**src/hdl/dsof_pkg.sv**
```systemverilog
// Shared types and fixed constants for the depth sigma outlier filter.
// No dependencies; used by every dsof module but dsof_div, and by the top level.
package dsof_pkg;

   localparam int DEPTH_W   = 16;
   localparam int MASK_W    = 8;
   localparam int SIGMA_W   = 4;
   localparam int FRAC_BITS = 8;
   localparam int MEAN_W    = 24;
   localparam int LIMIT_W   = 28;
   localparam int QDEPTH    = 4;
   localparam int QPTR_W    = 2;
   localparam int QCNT_W    = 3;

   localparam logic [SIGMA_W-1:0] SIGMA_RESET = 4'd3;

   typedef struct packed {
      logic [DEPTH_W-1:0] old_depth;
      logic               frame_end;
      logic               have_prev;
   } item_type;

endpackage

```
**src/hdl/dsof_div.sv**
```systemverilog
// Restoring divider, one quotient bit per cycle.
// Depends on nothing; used by dsof_stats and dsof_back.
module dsof_div #(
   parameter int NW = 44,
   parameter int DW = 20
) (
   input  logic          clock,
   input  logic          reset,
   input  logic          start,
   input  logic [NW-1:0] num,
   input  logic [DW-1:0] den,
   output logic          done,
   output logic [NW-1:0] quot
);

   localparam int STEP_W = $clog2(NW + 1);

   logic              busy_ff, busy_in;
   logic              done_ff, done_in;
   logic [STEP_W-1:0] step_ff, step_in;
   logic [NW-1:0]     nreg_ff, nreg_in;
   logic [DW-1:0]     rem_ff, rem_in;
   logic [DW:0]       trial;
   logic              fits;

   always_comb begin
      trial   = {rem_ff, nreg_ff[NW-1]};
      fits    = trial >= {1'b0, den};
      busy_in = busy_ff;
      done_in = 1'b0;
      step_in = step_ff;
      nreg_in = nreg_ff;
      rem_in  = rem_ff;
      if (start) begin
         busy_in = 1'b1;
         step_in = STEP_W'(NW);
         nreg_in = num;
         rem_in  = '0;
      end else if (busy_ff) begin
         rem_in  = fits ? DW'(trial - {1'b0, den}) : DW'(trial);
         nreg_in = {nreg_ff[NW-2:0], fits};
         step_in = step_ff - 1'b1;
         if (step_ff == STEP_W'(1)) begin
            busy_in = 1'b0;
            done_in = 1'b1;
         end
      end
   end

   always_ff @(posedge clock) begin
      if (reset) begin
         busy_ff <= 1'b0;
         done_ff <= 1'b0;
      end else begin
         busy_ff <= busy_in;
         done_ff <= done_in;
      end
      step_ff <= step_in;
      nreg_ff <= nreg_in;
      rem_ff  <= rem_in;
   end

   assign done = done_ff;
   assign quot = nreg_ff;

endmodule

```
**src/hdl/dsof_stats.sv**
```systemverilog
// Frame close math: serial multiplies, bit-pair square root, mean and sigma divides.
// Depends on dsof_pkg and dsof_div.
module dsof_stats #(
   parameter int CNT_W = 20,
   parameter int SUM_W = 36,
   parameter int SQ_W  = 52
) (
   input  logic                          clock,
   input  logic                          reset,
   input  logic                          start,
   input  logic [CNT_W-1:0]              cnt,
   input  logic [SUM_W-1:0]              sum,
   input  logic [SQ_W-1:0]               sq,
   input  logic [dsof_pkg::SIGMA_W-1:0]  sigma_multiple,
   output logic                          busy,
   output logic                          done,
   output logic [dsof_pkg::MEAN_W-1:0]   mean,
   output logic [dsof_pkg::LIMIT_W-1:0]  limit
);

   localparam int F      = dsof_pkg::FRAC_BITS;
   localparam int P_W    = CNT_W + SQ_W;
   localparam int D_W    = P_W + 2 * F;
   localparam int RW     = SUM_W + F;
   localparam int STEP_W = $clog2(RW + 1);

   localparam logic [2:0] S_IDLE = 3'd0;
   localparam logic [2:0] S_MUL1 = 3'd1;
   localparam logic [2:0] S_MUL2 = 3'd2;
   localparam logic [2:0] S_SQRT = 3'd3;
   localparam logic [2:0] S_DIVM = 3'd4;
   localparam logic [2:0] S_DIVS = 3'd5;
   localparam logic [2:0] S_LIM  = 3'd6;

   logic [2:0]        state_ff, state_in;
   logic              done_ff, done_in;
   logic              go_ff, go_in;
   logic [STEP_W-1:0] step_ff, step_in;
   logic [CNT_W-1:0]  cnt_ff, cnt_in;
   logic [SUM_W-1:0]  sum_ff, sum_in;
   logic [P_W-1:0]    mcand_ff, mcand_in;
   logic [SUM_W-1:0]  mplier_ff, mplier_in;
   logic [P_W-1:0]    acc_ff, acc_in, acc_nx;
   logic [P_W-1:0]    prod_ff, prod_in;
   logic [D_W-1:0]    rad_ff, rad_in;
   logic [RW+1:0]     rem_ff, rem_in;
   logic [RW-1:0]     root_ff, root_in;
   logic [dsof_pkg::MEAN_W-1:0]  mean_ff, mean_in;
   logic [dsof_pkg::MEAN_W-1:0]  sigma_ff, sigma_in;
   logic [dsof_pkg::LIMIT_W-1:0] limit_ff, limit_in;

   logic [P_W:0]    diff;
   logic [RW+1:0]   rtry, rtrial;
   logic [RW-1:0]   div_num;
   logic            div_done;
   logic [RW-1:0]   div_quot;

   dsof_div #(.NW(RW), .DW(CNT_W)) u_div (
      .clock (clock),
      .reset (reset),
      .start (go_ff),
      .num   (div_num),
      .den   (cnt_ff),
      .done  (div_done),
      .quot  (div_quot)
   );

   assign div_num = (state_ff == S_DIVM) ? {sum_ff, {F{1'b0}}} : root_ff;

   always_comb begin
      acc_nx = mplier_ff[0] ? acc_ff + mcand_ff : acc_ff;
      diff   = {1'b0, prod_ff} - {1'b0, acc_nx};
      rtry   = {rem_ff[RW-1:0], rad_ff[D_W-1:D_W-2]};
      rtrial = {root_ff, 2'b01};

      state_in  = state_ff;
      done_in   = done_ff;
      go_in     = 1'b0;
      step_in   = step_ff;
      cnt_in    = cnt_ff;
      sum_in    = sum_ff;
      mcand_in  = mcand_ff;
      mplier_in = mplier_ff;
      acc_in    = acc_ff;
      prod_in   = prod_ff;
      rad_in    = rad_ff;
      rem_in    = rem_ff;
      root_in   = root_ff;
      mean_in   = mean_ff;
      sigma_in  = sigma_ff;
      limit_in  = limit_ff;

      unique case (state_ff)
         S_IDLE: begin
            if (start) begin
               done_in   = 1'b0;
               cnt_in    = cnt;
               sum_in    = sum;
               mcand_in  = P_W'(sq);
               mplier_in = SUM_W'(cnt);
               acc_in    = '0;
               step_in   = STEP_W'(CNT_W);
               if (cnt == '0) begin
                  mean_in  = '0;
                  limit_in = '0;
                  done_in  = 1'b1;
               end else begin
                  state_in = S_MUL1;
               end
            end
         end
         S_MUL1: begin
            acc_in    = acc_nx;
            mcand_in  = {mcand_ff[P_W-2:0], 1'b0};
            mplier_in = mplier_ff >> 1;
            step_in   = step_ff - 1'b1;
            if (step_ff == STEP_W'(1)) begin
               prod_in   = acc_nx;
               acc_in    = '0;
               mcand_in  = P_W'(sum_ff);
               mplier_in = sum_ff;
               step_in   = STEP_W'(SUM_W);
               state_in  = S_MUL2;
            end
         end
         S_MUL2: begin
            acc_in    = acc_nx;
            mcand_in  = {mcand_ff[P_W-2:0], 1'b0};
            mplier_in = mplier_ff >> 1;
            step_in   = step_ff - 1'b1;
            if (step_ff == STEP_W'(1)) begin
               rad_in   = diff[P_W] ? '0 : {diff[P_W-1:0], {(2*F){1'b0}}};
               rem_in   = '0;
               root_in  = '0;
               step_in  = STEP_W'(RW);
               state_in = S_SQRT;
            end
         end
         S_SQRT: begin
            if (rtry >= rtrial) begin
               rem_in  = rtry - rtrial;
               root_in = {root_ff[RW-2:0], 1'b1};
            end else begin
               rem_in  = rtry;
               root_in = {root_ff[RW-2:0], 1'b0};
            end
            rad_in  = {rad_ff[D_W-3:0], 2'b00};
            step_in = step_ff - 1'b1;
            if (step_ff == STEP_W'(1)) begin
               go_in    = 1'b1;
               state_in = S_DIVM;
            end
         end
         S_DIVM: begin
            if (div_done) begin
               mean_in  = div_quot[dsof_pkg::MEAN_W-1:0];
               go_in    = 1'b1;
               state_in = S_DIVS;
            end
         end
         S_DIVS: begin
            if (div_done) begin
               sigma_in = div_quot[dsof_pkg::MEAN_W-1:0];
               state_in = S_LIM;
            end
         end
         S_LIM: begin
            limit_in = dsof_pkg::LIMIT_W'(sigma_ff) * dsof_pkg::LIMIT_W'(sigma_multiple);
            done_in  = 1'b1;
            state_in = S_IDLE;
         end
         default: state_in = S_IDLE;
      endcase
   end

   always_ff @(posedge clock) begin
      if (reset) begin
         state_ff <= S_IDLE;
         done_ff  <= 1'b1;
         go_ff    <= 1'b0;
         mean_ff  <= '0;
         limit_ff <= '0;
      end else begin
         state_ff <= state_in;
         done_ff  <= done_in;
         go_ff    <= go_in;
         mean_ff  <= mean_in;
         limit_ff <= limit_in;
      end
      step_ff   <= step_in;
      cnt_ff    <= cnt_in;
      sum_ff    <= sum_in;
      mcand_ff  <= mcand_in;
      mplier_ff <= mplier_in;
      acc_ff    <= acc_in;
      prod_ff   <= prod_in;
      rad_ff    <= rad_in;
      rem_ff    <= rem_in;
      root_ff   <= root_in;
      sigma_ff  <= sigma_in;
   end

   assign busy  = state_ff != S_IDLE;
   assign done  = done_ff;
   assign mean  = mean_ff;
   assign limit = limit_ff;

endmodule

```
**config.mk**
```make
export PLATFORM = sky130hd
export DESIGN_NAME = dsof_stats
export DESIGN_NICKNAME = d
export VERILOG_FILES = /design/src/hdl/dsof_pkg.sv /design/src/hdl/dsof_div.sv /design/src/hdl/dsof_stats.sv
export SDC_FILE = /design/constraint.sdc
export NUM_CORES = 2
export LEC_CHECK = 0
export BUFFER_PORTS_ARGS = -buffer_cell sky130_fd_sc_hd__clkbuf_2
export CELL_PAD_IN_SITES_DETAIL_PLACEMENT = 0
export CELL_PAD_IN_SITES_GLOBAL_PLACEMENT = 1
export CORE_MARGIN = 4
export CORE_UTILIZATION = 50
export DETAILED_ROUTE_END_ITERATION = 8
export GPL_ROUTABILITY_DRIVEN = 0
export PLACE_DENSITY = 0.87
export SLEW_MARGIN = 25
export SYNTH_ARGS = -nofsm -noshare
export SYNTH_HDL_FRONTEND = slang
export SYNTH_SLANG_ARGS = --single-unit
```
**constraint.sdc**
```tcl
create_clock -name clock -period 9.3 [get_ports clock]
set_input_delay 1.395 -clock clock [delete_from_list [all_inputs] [get_ports clock]]
set_output_delay 1.395 -clock clock [all_outputs]
set_load 0.02 [all_outputs]
```
* Yosys cells after proc, flatten, opt, wreduce, memory -nomap -nowiden
Index checks and enable logic that the tools add are counted.
** Storage, ports and cells
- Input bits :: 115
- Logic and storage cells :: 119
- Bits in registers :: 643
- Output and inout bits :: 54
** Operators by class
- Equal/unequal tests :: 16
- Bitwise operators :: 1
- Reduce and logical (&&, ||, !) cells :: 20
- Mux-type cells :: 52
- Magnitude comparators :: 2
- Multiply operators :: 1
- Add/sub/neg operators :: 6
** Operators with widths (count)
- 72-bit one-hot mux with 3 select lines :: 2
- 72-bit 2-to-1 mux :: 5
- 44-bit 2-to-1 mux :: 6
- 88-bit 2-to-1 mux :: 2
- 44-bit one-hot mux with 2 select lines :: 2
- 88-bit one-hot mux with 2 select lines :: 1
- 36-bit one-hot mux with 3 select lines :: 1
- 72-bit by 72-bit subtractor with 73-bit output :: 1
- 72-bit adder :: 1
- 24-bit 2-to-1 mux :: 3
- 36-bit 2-to-1 mux :: 2
- 28-bit 2-to-1 mux :: 2
- 28-bit one-hot mux with 2 select lines :: 1
- 24-bit one-hot mux with 2 select lines :: 1
- 46-bit greater-or-equal comparator :: 1
- 44-bit subtractor :: 1
- 24-bit by 4-bit multiplier with 28-bit output :: 1
- 6-bit one-hot mux with 4 select lines :: 1
- 21-bit by 20-bit greater-or-equal comparator with 1-bit output :: 1
- 3-bit 2-to-1 mux :: 7
- 20-bit zero test :: 1
- 20-bit 2-to-1 mux :: 1
- 20-bit subtractor :: 1
- 6-bit 2-to-1 mux :: 3
- 20 further kinds :: 50

* Longest topological paths before layout
- Depth after elaboration :: 6
- Depth in mapped cells :: 30

* Cells and area by module
From an unflattened synthesis, not the netlist that was laid out.
** Unflattened totals
- Cell total of the unflattened synthesis :: 4001
- Area total of the unflattened synthesis :: 40044.7 um2
** Modules (own cells, without submodules)
- dsof_stats :: times used 1, seq. area each 16095.4 um2, area an instance 35599.1 um2, cells each 3573
- dsof_div :: times used 1, seq. area each 1881.8 um2, area an instance 4445.5 um2, cells each 428

* Worst setup path after synthesis
OpenSTA, ideal clock, no wires.
- Path type :: input to register
- From :: input start
- To :: register acc_ff[0] (enable)
- Setup slack :: 2.785 ns
- Required time :: 8.739 ns
- Setup time :: 0.561 ns
- Arrival :: 5.953 ns
- Stages :: 3
- Path through :: nor2_1 nor2_1 and2_1
** On the way
- Longest elaborated chain between the ends :: 2
** RTL lines
- start: declaration :: RTL line dsof_stats.sv:10 : input logic start,
- 2-bit inequality test (no line)
- 2-bit AND reduction (no line)
- end signal: assignment :: RTL line dsof_stats.sv:195 : acc_ff <= acc_in;
- end: declaration :: RTL line dsof_stats.sv:43 : logic [P_W-1:0] acc_ff, acc_in, acc_nx;
Every way passes these cells.
A chain may end at the register's enable or synchronous reset.

* Worst setup path in the final report
- From :: register mcand_ff[4]
- To :: register rad_ff[85], data pin
** On the way
- Longest elaborated chain between the ends :: 6
** RTL lines
- start: declaration :: RTL line dsof_stats.sv:41 : logic [P_W-1:0] mcand_ff, mcand_in;
- start signal: assignment :: RTL line dsof_stats.sv:193 : mcand_ff <= mcand_in;
- 72-bit adder :: RTL line dsof_stats.sv:71 : acc_nx = mplier_ff[0] ? acc_ff + mcand_ff : acc_ff;
- 72-bit 2-to-1 mux :: RTL line dsof_stats.sv:71
- 72-bit by 72-bit subtractor with 73-bit output :: RTL line dsof_stats.sv:72 : diff = {1'b0, prod_ff} - {1'b0, acc_nx};
- 88-bit 2-to-1 mux :: RTL line dsof_stats.sv:132 : rad_in = diff[P_W] ? '0 : {diff[P_W-1:0], {(2*F){1'b0}}};
- 88-bit 2-to-1 mux :: RTL line dsof_stats.sv:131 : if (step_ff == STEP_W'(1)) begin
- 88-bit one-hot mux with 2 select lines :: RTL line dsof_stats.sv:93 : unique case (state_ff)
- via rad_in[85] :: RTL line dsof_stats.sv:45 : logic [D_W-1:0] rad_ff, rad_in;
- end signal: assignment :: RTL line dsof_stats.sv:197 : rad_ff <= rad_in;
- end: declaration :: RTL line dsof_stats.sv:45
The timed path passes the listed nets, and every way through them passes these cells. The select of a mux whose other input is x is not followed.

==> flow_metrics.env <==
export IMPL_outcome="finished clean"
export IMPL_endpoint_kind="flip-flop"
export IMPL_p_per_area_nw_per_um2=231
export IMPL_crit_slowest_cell="a2111oi_0"
export IMPL_setup_violations=0
export IMPL_numCtsBuffers=72
export IMPL_reg2reg_depth=27
export IMPL_tritoncts="done"
export IMPL_place_ws_ns=1.41
export IMPL_hold_depth=2
export IMPL_htreeDepth=3
export IMPL_cpPeakStageDelay_ns=0.87
export IMPL_grt_pass1_vias=29600
export IMPL_worstHoldPathType="flip-flop to flip-flop"
export IMPL_gr_total_overflow=0
export IMPL_ys_flop_type="edfxtp_1"
export IMPL_drtIter0Drc=2795
export IMPL_critPathBufInv=0
export IMPL_multi_input_area_um2=20300
export IMPL_worstPathArrival_ns=8.42
export IMPL_drv_slew=0
export IMPL_dieArea_um2=84400
export IMPL_die_w_um=291
export IMPL_final_cell_mix="542 x edfxtp_1, 428 x nor2_1, 359 x nand2_1, 302 x a21oi_1, 277 x inv_1"
export IMPL_fin_area_um2=44100
export IMPL_rsz0062_at_grt="no"
export IMPL_cts_hold_repair_buffers=0
export IMPL_power_leakage_nw=18.0
export IMPL_wire_per_inst_um=20.5
export IMPL_grt_max_degree=95
export IMPL_r2r_start="mcand_ff[4]$_DFFE_PP_"
export IMPL_vdd_drop_max_mv=0.216
export IMPL_critPathRequiredTime_ns=9.68
export IMPL_fillers=6927
export IMPL_ys_warn_count=0
export IMPL_cts_path_max_buffers=3
export IMPL_synth_edff_count=542
export IMPL_grt_pass1_wl_um=167000
export IMPL_cts_root_buffer="clkbuf_16"
export IMPL_clk_pin_slew_ns=0.06
export IMPL_syn_nets=4412
export IMPL_min_from="mean[6]$_SDFFE_PP0P_"
export IMPL_fmax_mhz=124
export IMPL_die_h_um=291
export IMPL_hold_ws_ns=0.450
export IMPL_crit_fanout=6
export IMPL_cap_violations=0
export IMPL_track_usage_pct=24.5
export IMPL_core_um2=79000
export IMPL_rows=103
export IMPL_min_period_ns=8.04
export IMPL_placed_area_um2=41700
export IMPL_portBuffers=168
export IMPL_cts_repair_resize_count=0
export IMPL_cts_setup_buffers=0
export IMPL_antenna_found_initial=4
export IMPL_endpoint="rad_ff[85]$_DFFE_PP_"
export IMPL_r2r_end="rad_ff[85]$_DFFE_PP_"
export IMPL_dr_pass1_iters=9
export IMPL_nNetsFinal=4504
export IMPL_start_util_pct=50.5
export IMPL_finalWorstSetupSlack_ns=1.26
export IMPL_vias=31300
export IMPL_reg2reg_slack_ns=1.26
export IMPL_async_flop_share_pct=0
export IMPL_synthCells=4029
export IMPL_critPathKind="flip-flop to flip-flop"
export IMPL_routed_wl_um=107000
export IMPL_startpoint="mcand_ff[4]$_DFFE_PP_"
export IMPL_yosysUniqueCellTypes=88
export IMPL_finalClockSkew_ns=0.0310
export IMPL_start_kind="flip-flop"
export IMPL_cts_sinks=627
export IMPL_drive_gt1_share_pct=9.14
export IMPL_syn_area_um2=39900
export IMPL_area_delta_synth_final_pct=10.4
export IMPL_yosysSeqAreaShare_pct=45.0
export IMPL_ys_ff_latch=627
export IMPL_relSlewSlack_pct=29.2
export IMPL_worstMarginPinSlew_ns=1.05
export IMPL_postRouteAntennaNets=0
export IMPL_setup_tns_ns=0
export IMPL_hold_viol=0
export IMPL_pin_count=169
export IMPL_period_share_pct=86.4
export IMPL_drc=0
export IMPL_path_delay_family="compound AO/OA/AOI/OAI gates"
export IMPL_layout_commonest_cell="edfxtp_1"
export IMPL_layout_area_seq_um2=18000
export IMPL_cp_num_cells=27
export IMPL_via_per_inst=5.99
export IMPL_clock_latency_ns=0.65
export IMPL_dpl_hpwl_um=77500
export IMPL_avgSynthCellArea_um2=9.91
==> cell families after synthesis <==
family | share of synthesized area, %
simple gates | 14.4
compound gates | 18.4
flops | 45.0
buf+inv | 4.40
fa+ha+maj | 10.1
xor+xnor | 4.37
mux | 3.31
==> stage by stage <==
step                      cells  util (%)  power (mW)
after global placement     5096      52.7        7.22
final                      5231      55.8        10.2
after floorplan            4029         -        6.37
after CTS                  5227      55.7        10.2
after global routing       5229      55.8        10.7
after detailed placement   5096      52.7        7.27
==> power by group <==
part	switching, mW	internal, mW
clock	1.25	1.63
sequential	0.147	3.40
combinational	2.31	1.43
total	3.70	6.47
==> layer usage <==
metal / vias up / GRT usage [%] / routed length [µm]
met2: 1175 / 38.4 / 48000
met1: 15000 / 36.0 / 47900
met4: 2 / 5.94 / 2610
met5: - / 0 / 13
li1: 15000 / - / -
met3: 162 / 3.82 / 8630
==> layout make-up <==
class | instances | share of cell area, %
clock buffers | 89 | 4.28
clock inverters | 42 | 1.04
flip-flops and latches | 627 | 40.8
diodes | 3 | 0.0170
inverters | 279 | 2.38
repair buffers | 198 | 2.47
well taps | 1050 | 2.98
multi-input cells | 2943 | 46.0
==> registers in the layout, indices dropped and copies added, names as in the netlist, 20 cells and up <==
name and cells:
acc_ff 72, cnt_ff 20, limit 28, mcand_ff 72, mean 24, mplier_ff 36, prod_ff 72, rad_ff 72
rem_ff 44, root_ff 44, sigma_ff 24, sum_ff 36, u_div.quot 44, u_div.rem_ff 20
==> worst min-delay path, cell delays in order (launching register included) <==
cell	delay [ns]
dfxtp_1	0.31
nand2_1	0.05
a21oi_1	0.05
==> cell usage after synthesis (11+ instances only) <==
library cell	count	area [µm²]
nor3_1	50	250
a31oi_1	25	156
a21oi_1	303	1520
o31ai_1	34	255
o21a_1	41	308
a221o_1	50	500
a22o_1	38	333
ha_1	221	2770
nor4_1	19	119
nor2b_1	31	194
clkbuf_1	163	612
a2111oi_0	11	96.3
a211oi_1	46	345
xnor2_1	128	1120
and2_1	96	601
a222oi_1	16	160
dfxtp_1	85	1700
a22oi_1	19	143
nand2b_1	39	244
o211ai_1	25	188
nand3_1	80	400
o21ai_0	160	801
nor2_1	432	1620
o31ai_2	27	338
inv_1	278	1040
and3_1	20	125
edfxtp_1	542	16300
xor2_1	71	622
a211o_1	12	105
nand2_1	360	1350
or3_1	14	87.6
mux2i_1	124	1240
o21bai_1	28	210
a21boi_0	23	173
maj3_1	32	320
fa_1	47	941
nand4_1	53	332
a21o_1	101	758
or2_2	17	106
==> worst min-delay path by stage <==
| stage | end |
|---|---|
| 2_1_floorplan | sigma_ff[0]$_DFFE_PP_ |
| 5_1_grt | mean[12]$_SDFFE_PP0P_ |
| 6_report | mean[6]$_SDFFE_PP0P_ |
| 4_1_cts | mean[16]$_SDFFE_PP0P_ |
| 3_5_place_dp | mean[16]$_SDFFE_PP0P_ |
| 3_3_place_gp | mean[5]$_SDFFE_PP0P_ |
Power figures use the tool's default switching activity.
