$ cat config.mk
export PLATFORM = sky130hd
export DESIGN_NAME = dsof_back
export DESIGN_NICKNAME = d
export VERILOG_FILES = /design/src/hdl/dsof_pkg.sv /design/src/hdl/dsof_div.sv /design/src/hdl/dsof_back.sv
export SDC_FILE = /design/constraint.sdc
export NUM_CORES = 1
export LEC_CHECK = 0
export BUFFER_PORTS_ARGS = -buffer_cell sky130_fd_sc_hd__buf_2
export CELL_PAD_IN_SITES_DETAIL_PLACEMENT = 1
export CELL_PAD_IN_SITES_GLOBAL_PLACEMENT = 1
export CORE_MARGIN = 2
export CORE_UTILIZATION = 40
export CTS_CLUSTER_SIZE = 12
export DETAILED_ROUTE_END_ITERATION = 6
export PLACE_DENSITY_LB_ADDON = 0.1
export SLEW_MARGIN = 10
export SYNTH_ARGS = -nofsm -noshare
export SYNTH_HDL_FRONTEND = slang
export SYNTH_HIERARCHICAL = 1
export SYNTH_SLANG_ARGS = --single-unit
$ cat constraint.sdc
create_clock -name clock -period 31.5 [get_ports clock]
set_input_delay 4.725 -clock clock [delete_from_list [all_inputs] [get_ports clock]]
set_output_delay 4.725 -clock clock [all_outputs]
set_load 0.03 [all_outputs]
$ cat src/hdl/dsof_pkg.sv
// Shared types and fixed constants for the depth sigma outlier filter.
// No dependencies; used by every dsof module but dsof_div, and by the top level.
package dsof_pkg;

   localparam int DEPTH_W   = 16;
   localparam int MASK_W    = 8;
   localparam int SIGMA_W   = 4;
   localparam int FRAC_BITS = 8;
   localparam int MEAN_W    = 24;
   localparam int LIMIT_W   = 28;
   localparam int QDEPTH    = 4;
   localparam int QPTR_W    = 2;
   localparam int QCNT_W    = 3;

   localparam logic [SIGMA_W-1:0] SIGMA_RESET = 4'd3;

   typedef struct packed {
      logic [DEPTH_W-1:0] old_depth;
      logic               frame_end;
      logic               have_prev;
   } item_type;

endpackage

$ cat src/hdl/dsof_div.sv
// Restoring divider, one quotient bit per cycle.
// Depends on nothing; used by dsof_stats and dsof_back.
module dsof_div #(
   parameter int NW = 44,
   parameter int DW = 20
) (
   input  logic          clock,
   input  logic          reset,
   input  logic          start,
   input  logic [NW-1:0] num,
   input  logic [DW-1:0] den,
   output logic          done,
   output logic [NW-1:0] quot
);

   localparam int STEP_W = $clog2(NW + 1);

   logic              busy_ff, busy_in;
   logic              done_ff, done_in;
   logic [STEP_W-1:0] step_ff, step_in;
   logic [NW-1:0]     nreg_ff, nreg_in;
   logic [DW-1:0]     rem_ff, rem_in;
   logic [DW:0]       trial;
   logic              fits;

   always_comb begin
      trial   = {rem_ff, nreg_ff[NW-1]};
      fits    = trial >= {1'b0, den};
      busy_in = busy_ff;
      done_in = 1'b0;
      step_in = step_ff;
      nreg_in = nreg_ff;
      rem_in  = rem_ff;
      if (start) begin
         busy_in = 1'b1;
         step_in = STEP_W'(NW);
         nreg_in = num;
         rem_in  = '0;
      end else if (busy_ff) begin
         rem_in  = fits ? DW'(trial - {1'b0, den}) : DW'(trial);
         nreg_in = {nreg_ff[NW-2:0], fits};
         step_in = step_ff - 1'b1;
         if (step_ff == STEP_W'(1)) begin
            busy_in = 1'b0;
            done_in = 1'b1;
         end
      end
   end

   always_ff @(posedge clock) begin
      if (reset) begin
         busy_ff <= 1'b0;
         done_ff <= 1'b0;
      end else begin
         busy_ff <= busy_in;
         done_ff <= done_in;
      end
      step_ff <= step_in;
      nreg_ff <= nreg_in;
      rem_ff  <= rem_in;
   end

   assign done = done_ff;
   assign quot = nreg_ff;

endmodule

$ cat src/hdl/dsof_back.sv
// Back end: item queue, outlier test, kept-pixel mean and result register.
// Depends on dsof_pkg and dsof_div.
module dsof_back #(
   parameter int CNT_W = 20,
   parameter int SUM_W = 36
) (
   input  logic                          clock,
   input  logic                          reset,
   input  logic                          push_valid,
   input  dsof_pkg::item_type            push_item,
   output logic                          q_room,
   output logic                          q_empty,
   input  logic                          commit,
   input  logic [dsof_pkg::MEAN_W-1:0]   stat_mean,
   input  logic [dsof_pkg::LIMIT_W-1:0]  stat_limit,
   output logic                          rsp_valid,
   input  logic                          rsp_ready,
   output logic [dsof_pkg::DEPTH_W-1:0]  rsp_filtered_depth,
   output logic                          rsp_pixel_rejected,
   output logic                          rsp_out_valid,
   output logic                          rsp_frame_end,
   output logic [dsof_pkg::MEAN_W-1:0]   rsp_kept_mean
);

   localparam int F  = dsof_pkg::FRAC_BITS;
   localparam int NW = SUM_W + F;

   localparam logic B_IDLE = 1'b0;
   localparam logic B_DIV  = 1'b1;

   dsof_pkg::item_type q_ff [dsof_pkg::QDEPTH];
   logic [dsof_pkg::QPTR_W-1:0] wp_ff, rp_ff;
   logic [dsof_pkg::QCNT_W-1:0] qcnt_ff;

   logic                          state_ff, state_in;
   logic [dsof_pkg::MEAN_W-1:0]   mean_ff;
   logic [dsof_pkg::LIMIT_W-1:0]  limit_ff;
   logic [SUM_W-1:0]              ks_ff, ks_in, ks_nx;
   logic [CNT_W-1:0]              kc_ff, kc_in, kc_nx;
   logic                          go_ff, go_in;
   logic [NW-1:0]                 div_num_ff;
   logic [CNT_W-1:0]              div_den_ff;
   logic                          div_done;
   logic [NW-1:0]                 div_quot;

   logic                          rv_ff, rv_in;
   logic [dsof_pkg::DEPTH_W-1:0]  filt_ff, filt_in;
   logic                          rej_ff, rej_in, ov_ff, ov_in, fe_ff, fe_in;
   logic [dsof_pkg::MEAN_W-1:0]   km_ff, km_in;

   dsof_pkg::item_type            head;
   logic                          slot_free, pop, nz, rej, keep;
   logic [dsof_pkg::MEAN_W-1:0]   pval, diff;

   dsof_div #(.NW(NW), .DW(CNT_W)) u_div (
      .clock (clock),
      .reset (reset),
      .start (go_ff),
      .num   (div_num_ff),
      .den   (div_den_ff),
      .done  (div_done),
      .quot  (div_quot)
   );

   assign head      = q_ff[rp_ff];
   assign q_empty   = qcnt_ff == '0;
   assign q_room    = qcnt_ff <= dsof_pkg::QCNT_W'(dsof_pkg::QDEPTH - 2);
   assign slot_free = !rv_ff || rsp_ready;
   assign pop       = (state_ff == B_IDLE) && !q_empty && slot_free;

   always_comb begin
      nz    = head.old_depth != '0;
      pval  = {head.old_depth, {F{1'b0}}};
      diff  = (pval >= mean_ff) ? pval - mean_ff : mean_ff - pval;
      rej   = head.have_prev && nz &&
              ({{(dsof_pkg::LIMIT_W - dsof_pkg::MEAN_W){1'b0}}, diff} > limit_ff);
      keep  = head.have_prev && nz && !rej;
      ks_nx = keep ? ks_ff + SUM_W'(head.old_depth) : ks_ff;
      kc_nx = keep ? kc_ff + 1'b1 : kc_ff;

      state_in = state_ff;
      ks_in    = ks_ff;
      kc_in    = kc_ff;
      go_in    = 1'b0;
      rv_in    = rv_ff && !rsp_ready;
      filt_in  = filt_ff;
      rej_in   = rej_ff;
      ov_in    = ov_ff;
      fe_in    = fe_ff;
      km_in    = km_ff;

      unique case (state_ff)
         B_IDLE: begin
            if (pop) begin
               filt_in = keep ? head.old_depth : '0;
               rej_in  = rej;
               ov_in   = head.have_prev;
               fe_in   = head.have_prev && head.frame_end;
               km_in   = '0;
               if (head.frame_end) begin
                  ks_in = '0;
                  kc_in = '0;
               end else begin
                  ks_in = ks_nx;
                  kc_in = kc_nx;
               end
               if (head.have_prev && head.frame_end && kc_nx != '0) begin
                  go_in    = 1'b1;
                  state_in = B_DIV;
               end else begin
                  rv_in = 1'b1;
               end
            end
         end
         B_DIV: begin
            if (div_done) begin
               km_in    = div_quot[dsof_pkg::MEAN_W-1:0];
               rv_in    = 1'b1;
               state_in = B_IDLE;
            end
         end
         default: state_in = B_IDLE;
      endcase
   end

   always_ff @(posedge clock) begin
      if (reset) begin
         wp_ff    <= '0;
         rp_ff    <= '0;
         qcnt_ff  <= '0;
         state_ff <= B_IDLE;
         mean_ff  <= '0;
         limit_ff <= '0;
         ks_ff    <= '0;
         kc_ff    <= '0;
         go_ff    <= 1'b0;
         rv_ff    <= 1'b0;
      end else begin
         if (push_valid) begin
            wp_ff <= wp_ff + 1'b1;
         end
         if (pop) begin
            rp_ff <= rp_ff + 1'b1;
         end
         qcnt_ff  <= qcnt_ff + dsof_pkg::QCNT_W'(push_valid) - dsof_pkg::QCNT_W'(pop);
         if (commit) begin
            mean_ff  <= stat_mean;
            limit_ff <= stat_limit;
         end
         state_ff <= state_in;
         ks_ff    <= ks_in;
         kc_ff    <= kc_in;
         go_ff    <= go_in;
         rv_ff    <= rv_in;
      end
      if (push_valid) begin
         q_ff[wp_ff] <= push_item;
      end
      if (go_in) begin
         div_num_ff <= {ks_nx, {F{1'b0}}};
         div_den_ff <= kc_nx;
      end
      filt_ff <= filt_in;
      rej_ff  <= rej_in;
      ov_ff   <= ov_in;
      fe_ff   <= fe_in;
      km_ff   <= km_in;
   end

   assign rsp_valid          = rv_ff;
   assign rsp_filtered_depth = filt_ff;
   assign rsp_pixel_rejected = rej_ff;
   assign rsp_out_valid      = ov_ff;
   assign rsp_frame_end      = fe_ff;
   assign rsp_kept_mean      = km_ff;

endmodule

# Yosys cells after proc, flatten, opt, wreduce, memory -nomap -nowiden
# Memory sizes are Yosys's and may differ from the RTL's. A register that Yosys moved wholly into a read port is not among the register bits.
# Cells that the tools add are included.
# Widths: inputs -> output; s select.
totals:
  regBits: 289
  latchBits: 0
  ram_bits: 72
  rom_bits: 0
  inputBits: 75
  word_cells: 91
  mem_count: 1
mem_list:
  columns: ["memory", "words", "width", "read_ports", "rd_clocked_by_memory_dff", "wr", "line", "source"]
  rows:
  - ["q_ff", 4, 18, 1, 1, 1, "dsof_back.sv:31", "dsof_pkg::item_type q_ff [dsof_pkg::QDEPTH];"]
classes:
  addsub: 10
  n_mul: 0
  div: 0
  magnitude_cmp: 4
  n_eq_ne: 3
  shift: 0
  mux: 28
  bitwise_logic: 2
  reduce_logical: 20
op_table:
  columns: ["operator", "n"]
  rows:
  - ["$mux 44", 2]
  - ["$mux 24", 3]
  - ["$mux 36", 2]
  - ["$mux 20", 3]
  - ["$pmux 24 s2", 1]
  - ["$sub 24x24->24", 2]
  - ["$add 36x16->36", 1]
  - ["$gt 24x28->1", 1]
  - ["$ge 24x24->1", 1]
  - ["$ge 21x20->1", 1]
  - ["$add 20x1->20 const B", 1]
  - ["$reduce_bool 20->1", 1]
  - ["$sub 20x20->20", 1]
  - ["$reduce_bool 16->1", 1]
  - ["$mux 1", 13]
  - ["$logic_and 1x1->1", 8]
  - ["$eq 6x1->1 const B", 1]
  - ["$sub 6x1->6 const B", 1]
  - ["$add 2x1->2 const B", 2]
  - ["$logic_not 1->1", 4]
  - ["$mux 2", 2]
  - ["$pmux 1 s2", 2]
  - ["$reduce_and 2->1", 2]
  - ["$add 3x1->3", 1]
  - ["other kinds (9)", 10]

# Depth between registers and ports, before layout
# Gate-level depths: netlist of the first run.
depth:
  word_depth: 12
  ltp_mapped: 28
  mapped_depth_nobuf: 23

# By module
# Netlist of the first run, hierarchy kept.
by_module_without_submodules:
  columns: ["mod", "n_inst", "cells_per_inst", "area_each_um2"]
  rows:
  - ["dsof_back", 1, 1410, 14996.9]
  - ["dsof_div", 1, 428, 4445.5]

# Least setup slack after synthesis of the first run
# OpenSTA, ideal clock, no wires.
synth_timing:
  path_kind: "input-to-reg"
  start: "input rsp_ready"
  end: "register div_den_ff[0] (enable)"
  setup_ns: 0.539
  t_arrival_ns: 9.504
  slack_ns: 21.457
  path_stages: 6
  path_buffers: 3
  path_cell_list: "nor2b_1 -> or3_1 -> clkbuf_1 -> clkbuf_1 -> clkbuf_1 -> nor3_1"
synth_via:
  elab_chain_len: 4
synth_lines:
  columns: ["element", "line", "source"]
  rows:
  - ["start, declared", "dsof_back.sv:17", "input logic rsp_ready,"]
  - ["$logic_or 1x1->1", "dsof_back.sv:68", "assign slot_free = !rv_ff || rsp_ready;"]
  - ["$logic_and 1x1->1", "dsof_back.sv:69", "assign pop = (state_ff == B_IDLE) && !q_empty && slot_free;"]
  - ["$mux 1", "dsof_back.sv:94", "if (pop) begin"]
  - ["$mux 1", "dsof_back.sv:92", "unique case (state_ff)"]
  - ["via go_in", "dsof_back.sv:40", "logic go_ff, go_in;"]
  - ["end signal, assigned", "dsof_back.sv:161", "div_den_ff <= kc_nx;"]
  - ["end, declared", "dsof_back.sv:42", "logic [CNT_W-1:0] div_den_ff;"]
# The timed path passes the listed nets, and every way through them passes these cells.
# A chain may end at the register's enable or synchronous reset.

==> flow_summary.json, run 1 <==
{
  "status": "finished, final reports clean",
  "ys_ff_latch": 363,
  "cp-end-kind": "flop",
  "holdWs_ps": 491,
  "worst_pin_slew_ps": 1260,
  "syn2layout_area_growth_pct": 12.4,
  "synth_cell_types": 92,
  "skew_ps": 14.8,
  "reg2reg_to": "div_num_ff[29]",
  "gp_congestion": 0.884,
  "final_cell_mix": "edfxtp_1, nor2_1, dfxtp_1, buf_2, inv_1",
  "slowest_delay_ps": 900,
  "cts_tree": "done",
  "clk_path_buf_depth": 3,
  "drtPass1Iterations": 4,
  "cts_buffers": 42,
  "cts.repair.resized": 0,
  "syn-instance-count": 1838,
  "dieArea_um2": 50400,
  "yosysSeqAreaShare": 0.484,
  "placed_cells": 2491,
  "fin_crit_sh": 0.248,
  "max_freq_mhz": 128,
  "rsz0062_at_grt": "false",
  "grt_usage": 0.206,
  "leakage_nw": 8.64,
  "portBuffers": 120,
  "final.min_clock_period_ps": 7830,
  "clk_pin_slew_worst_paths_ps": 60,
  "num_rows": 80,
  "grt-ovfl-total": 0,
  "initial_core_util": 0.406,
  "dp_hpwl_um": 36600,
  "num_vias": 14100,
  "holdBufCountCts": 0,
  "power.density_nw_per_um2": 93.1,
  "cp.arrival_ps": 8020,
  "placed_cell_area_um2": 20500,
  "grt_max_degree": 70,
  "cp_cell_sequence": "mux4_1 > ha_1 > inv_1 > o41ai_2 > o22ai_1 > o211ai_2 > nand3_1 > a41oi_2 > buf_4 > mux2i_1 > o31ai_1 > xor2_1 > ha_1 > nand4_1 > nor2_1 > a221oi_1 > a21oi_1 > or3_4 > nor3_1 > o211ai_1 > nor3b_2 > nor3_2 > buf_4",
  "io_pins": 121,
  "hold_path_class": "flop to flop",
  "setup_viol": 0,
  "die_h_um": 224,
  "grt_first_pass_wirelength_um": 82500,
  "ctsHtreeMaxLevel": 2,
  "avgRoutedWirePerCell_um": 20.2,
  "drive_above_1_share": 0.159,
  "totalPowerFinal_mw": 2.03,
  "pre_cts_ws_ps": 23610,
  "drtIter0Drc": 821,
  "fin_cells": 2569,
  "vdd_drop_max_mv": 0.0463,
  "hold_violations": 0,
  "cts_root_buf": "clkbuf_16",
  "clock-sinks": 363,
  "totalWireLength_um": 51800,
  "finalMaxSlewViolations": 0,
  "slowest_stage": "dfxtp_1",
  "synth_warnings": 6,
  "rrSetupSlack_ps": 23670,
  "start_kind": "flop",
  "cp_max_fo": 54,
  "num_antenna_cells": 0,
  "die_x_um": 224,
  "path_class": "flop to flop",
  "max-slew-margin-rel": 0.155,
  "drc": 0,
  "setup_tns_ps": 0,
  "drv_cap": 0,
  "fillCellCount": 5271,
  "grt_pass1_vias": 14700,
  "final_area_um2": 21900,
  "synth_area_um2": 19400,
  "fin_ws_ps": 23670,
  "design.core.area_um2": 47800,
  "synth_flop_cell": "edfxtp_1",
  "avgSynthCellArea_um2": 10.6,
  "antenna_found_initial": 0,
  "viasPerCell": 5.47,
  "async_flop_share": 0,
  "final_util": 0.457,
  "cts_setup_buffers": 0,
  "synth_edf_count": 215,
  "drtAntennaViolNets": 0,
  "finish.net_count": 2101,
  "crit_required_ps": 31700,
  "clock_latency_ps": 560,
  "reg2reg_depth": 23,
  "layout_commonest_cell": "edfxtp_1",
  "cp-endpoint": "div_num_ff[29]"
}
## cell usage after synthesis (53+ instances only)
master	number	area share
nand2_1	102	0.020
ha_1	102	0.066
xnor2_1	65	0.029
edfxtp_1	215	0.33
nand3_1	53	0.014
nor2_1	182	0.035
inv_1	112	0.022
a21oi_1	83	0.021
clkbuf_1	63	0.012
o21ai_0	74	0.019
dfxtp_1	148	0.15
mux2i_1	62	0.032
## where the power goes
group          total, mW  internal [mW]  switching [mW]  leakage [nW]
registers          0.667          0.617          0.0507          3.21
clock network      0.489          0.289           0.199         0.667
logic              0.879          0.303           0.576          4.77
## per-layer routing
layer  up-vias  GRT usage  part of all wire
li1       6825          -                 -
met1      6919      0.274              0.47
met2       223      0.349              0.48
met3        92     0.0260             0.030
met4         0     0.0654             0.027
met5         -          0                 0
## how the worst min path moves through the flow
stage | to | start | cells after the start
6_report | limit_ff[24] | limit_ff[24] | 2
5_1_grt | limit_ff[8] | limit_ff[8] | 2
4_1_cts | ks_ff[34] | ks_ff[34] | 2
3_5_place_dp | limit_ff[24] | limit_ff[24] | 2
3_3_place_gp | ks_ff[34] | ks_ff[34] | 2
2_1_floorplan | ks_ff[34] | ks_ff[34] | 2
## cells by family after synthesis
| group | count (synthesis) | synth area share |
|---|---|---|
| mux | 129 | 0.0815 |
| flops | 363 | 0.484 |
| buf+inv | 216 | 0.0472 |
| other cells | 1 | 0.000193 |
| fa+ha+maj | 106 | 0.0698 |
| compound gates | 363 | 0.127 |
| xor+xnor | 102 | 0.0459 |
| simple gates | 558 | 0.144 |
## state kept, by name, summed over array words and instances, names as in the netlist, 3 cells and up, named ones only
register,count
ks_ff,36
qcnt_ff,3
q_ff,72
rsp_filtered_depth,16
u_div/quot,44
u_div/step_ff,6
kc_ff,20
mean_ff,24
u_div/rem_ff,20
limit_ff,28
rsp_kept_mean,24
div_num_ff,36
div_den_ff,20
## worst max-delay path, delay by kind of cell (launching register included)
| kind | cells | cell delay, ps |
|---|---|---|
| AOI/OAI and AO/OA | 8 | 2570 |
| xor gates and xnor gates | 1 | 120 |
| adders and majority gates | 2 | 670 |
| buffers and inverters | 3 | 870 |
| DFF | 1 | 900 |
| muxes | 2 | 740 |
| and+or+nand+nor | 7 | 1550 |
## final cells by class
cell class | instances | area (um2) | area share
flip-flops and latches | 363 | 9420 | 0.431
multi-input cells | 1266 | 9150 | 0.418
clock buffers | 60 | 1190 | 0.0544
well taps | 615 | 769 | 0.0352
repair buffers | 135 | 716 | 0.0327
inverters | 112 | 420 | 0.0192
clock inverters | 18 | 195 | 0.00893
Note: power is estimated with default switching activity, not from simulation.
==> run 2, diff against run 1 <==
Settings changed: ABC_AREA from default to 1.
Clock period 31.5 ns to 6.9 ns, I/O delays scaled along.
==> run 2 against run 1 <==
Net effect:
- the run now ends with DRC left
- sequential power grew to 4.7 times the previous value
- wire length up 5.9%
- area after synthesis grew 2.1%
- die area grew 2.1%
- register-to-register slack worse by 23000 ps
- hold slack worse by 26 ps
- synthesized cell count rose by 32%
- clock power rose to 4.3 times the previous value
- maximum frequency up 25%
- critical endpoint is now div_num_ff[34]
- largest cell class unchanged
- highest routed layer unchanged
==> flow_summary.json, run 2 <==
{
  "finish.net_count": 2708,
  "drtIter0Drc": 887,
  "dp_hpwl_um": 40300,
  "setup_viol": 0,
  "fin_cells": 3223,
  "io_pins": 121,
  "clock-sinks": 363,
  "grt_pass1_vias": 17000,
  "avgRoutedWirePerCell_um": 17.0,
  "final_cell_mix": "nand2_1, inv_1, edfxtp_1, a21oi_1, nor2_1",
  "gp_congestion": 0.893,
  "yosysSeqAreaShare": 0.474,
  "regArea_um2": 9420,
  "cts_tree": "done",
  "grt_first_pass_wirelength_um": 89400,
  "whs_path_depth": 2,
  "clk_path_buf_depth": 3,
  "cts_root_buf": "clkbuf_16",
  "clk_pin_slew_worst_paths_ps": 50,
  "placed_cell_area_um2": 21000,
  "num_antenna_cells": 0,
  "placed_cells": 3143,
  "hold_violations": 0,
  "portBuffers": 120,
  "grt_max_degree": 96,
  "synth_warnings": 6,
  "drv_cap": 0,
  "path_depth": 34,
  "initial_core_util": 0.406,
  "ys_top_cells_by_area": "edfxtp_1, dfxtp_1, nand2_1, ha_1, inv_1",
  "vdd_drop_max_mv": 0.278,
  "cp_top_family": "simple AND/OR/NAND/NOR gates",
  "finalMaxSlewViolations": 0,
  "path_class": "flop to flop",
  "start_kind": "flop",
  "slowest_delay_ps": 450,
  "cts_buffers": 42,
  "rrSetupSlack_ps": 620,
  "final.min_clock_period_ps": 6280,
  "drc": 2,
  "fin_crit_sh": 0.911,
  "drtAntennaViolNets": 0,
  "die_x_um": 227,
  "rsz0062_at_grt": "false",
  "drtPass1Iterations": 7,
  "largest_reg_flops": 72,
  "ys_ff_latch": 363,
  "synth_area_um2": 19900,
  "synth_cell_types": 53,
  "setup_tns_ps": 0,
  "final_area_um2": 22300,
  "synth_edf_count": 215,
  "avgSynthCellArea_um2": 8.21,
  "largest_register": "q_ff",
  "status": "finished, violations left",
  "reg2reg_to": "div_num_ff[34]",
  "grt-ovfl-total": 0,
  "worst_pin_slew_ps": 1210,
  "hold_path_class": "flop to flop",
  "crit_top_cell": "nand2_1",
  "power.density_nw_per_um2": 479,
  "synth_flop_cell": "edfxtp_1",
  "fillCellCount": 5921,
  "design.core.area_um2": 49000,
  "reg2reg_depth": 34,
  "num_vias": 16100,
  "cp-endpoint": "div_num_ff[34]",
  "async_flop_share": 0,
  "cp_max_fo": 32,
  "path_buf_inv": 8,
  "antenna_found_initial": 0,
  "cp-end-kind": "flop",
  "layout_commonest_cell": "nand2_1",
  "cp.arrival_ps": 6520,
  "viasPerCell": 4.98,
  "grt_usage": 0.219,
  "multi_input_area_um2": 8770,
  "syn-instance-count": 2419,
  "slowest_stage": "ha_1",
  "final_util": 0.456,
  "leakage_nw": 9.90,
  "crit_required_ps": 7140,
  "drive_above_1_share": 0.120,
  "num_rows": 81,
  "dieArea_um2": 51400,
  "synthTopCellsByCount": "nand2_1, inv_1, edfxtp_1",
  "netlist.area_leader.share": 0.325,
  "syn2layout_area_growth_pct": 12.5,
  "skew_ps": 28.2,
  "clock_latency_ps": 570,
  "ctsHtreeMaxLevel": 2,
  "violations": "DRC",
  "max_freq_mhz": 159,
  "synth_top_cell_by_area": "edfxtp_1",
  "totalWireLength_um": 54900,
  "yosysMostFrequentCell": "nand2_1",
  "die_h_um": 227,
  "max-slew-margin-rel": 0.188
}
## run 2: cell types whose count changed after synthesis, moves of 32 or more
| cell | delta |
|---|---|
| and2_1 | -36 |
| nor2_1 | -32 |
| nand2_1 | +579 |
| o21ai_0 | +41 |
| a21oi_1 | +98 |
| nand2_2 | +51 |
| nand3_1 | +70 |
| mux2_2 | -49 |
| xnor2_1 | -35 |
| mux2i_1 | -60 |
| inv_1 | +198 |
## run 2: area by class of cell
| cell class | count | area share |
|---|---|---|
| flip-flops and latches | 363 | 0.422 |
| well taps | 664 | 0.0372 |
| inverters | 320 | 0.0542 |
| clock inverters | 21 | 0.00717 |
| clock buffers | 55 | 0.0502 |
| repair buffers | 145 | 0.0370 |
| multi-input cells | 1655 | 0.393 |
## run 2: repair_timing
item | in CTS | in global routing
endpoints found under the setup margin | 0 | 52
resized for setup | 0 | 1
hold buffers | 0 | 0
buffers inserted | 0 | 4
## run 2: worst min path at each step
stage	slack, ps	end	from
final	460	limit_ff[12]	limit_ff[12]
after global routing	490	u_div/rem_ff[19]	u_div/rem_ff[19]
after CTS	470	limit_ff[12]	limit_ff[12]
after detailed placement	460	u_div/rem_ff[14]	u_div/rem_ff[14]
after global placement	460	u_div/rem_ff[11]	u_div/rem_ff[11]
after floorplan	440	limit_ff[10]	limit_ff[10]
## run 2: tightest hold or removal path: cells and delay by family (launching register included)
kind | cells | cell delay [ps]
AOI/OAI and AO/OA | 1 | 60
buffers and inverters | 1 | 60
DFF | 1 | 290
## run 2: report_power, final
group          switching [mW]  internal (mW)  total (mW)
logic                    3.76           1.69        5.45
registers               0.220           2.91        3.13
clock network           0.894           1.22        2.11
total                    4.87           5.83        10.7
## run 2: cell families (layout without fill, tap and decap cells)
| kind of cell | count (synthesis) | count (layout) | synth area share |
|---|---|---|---|
| flip-flops | 363 | 363 | 0.474 |
| other | 1 | 8 | 0.000189 |
| XOR/XNOR | 82 | 82 | 0.0362 |
| multiplexers | 2 | 2 | 0.00101 |
| buffers and inverters | 408 | 541 | 0.0856 |
| AND/OR/NAND/NOR | 1106 | 1106 | 0.240 |
| AO/OA/AOI/OAI | 351 | 351 | 0.0941 |
| adder cells (fa/ha/maj) | 106 | 106 | 0.0683 |
## run 2: through the flow
step / power (mW) / setup slack (ps) / hold slack, ps
after global routing: 11.6 / 89.7 / 494
after CTS: 10.8 / 360 / 468
after global placement: 8.52 / 609 / 459
after detailed placement: 8.65 / 403 / 461
final: 10.7 / 616 / 465
after floorplan: 7.12 / 1100 / 440
## run 2: routing by layer
| layer | share of wire | routed length (um) | global-route usage |
|---|---|---|---|
| met1 | 0.47 | 25700 | 0.287 |
| met2 | 0.48 | 26200 | 0.377 |
| met3 | 0.030 | 1640 | 0.0277 |
| met4 | 0.025 | 1350 | 0.0666 |
| met5 | 0 | 0 | 0 |
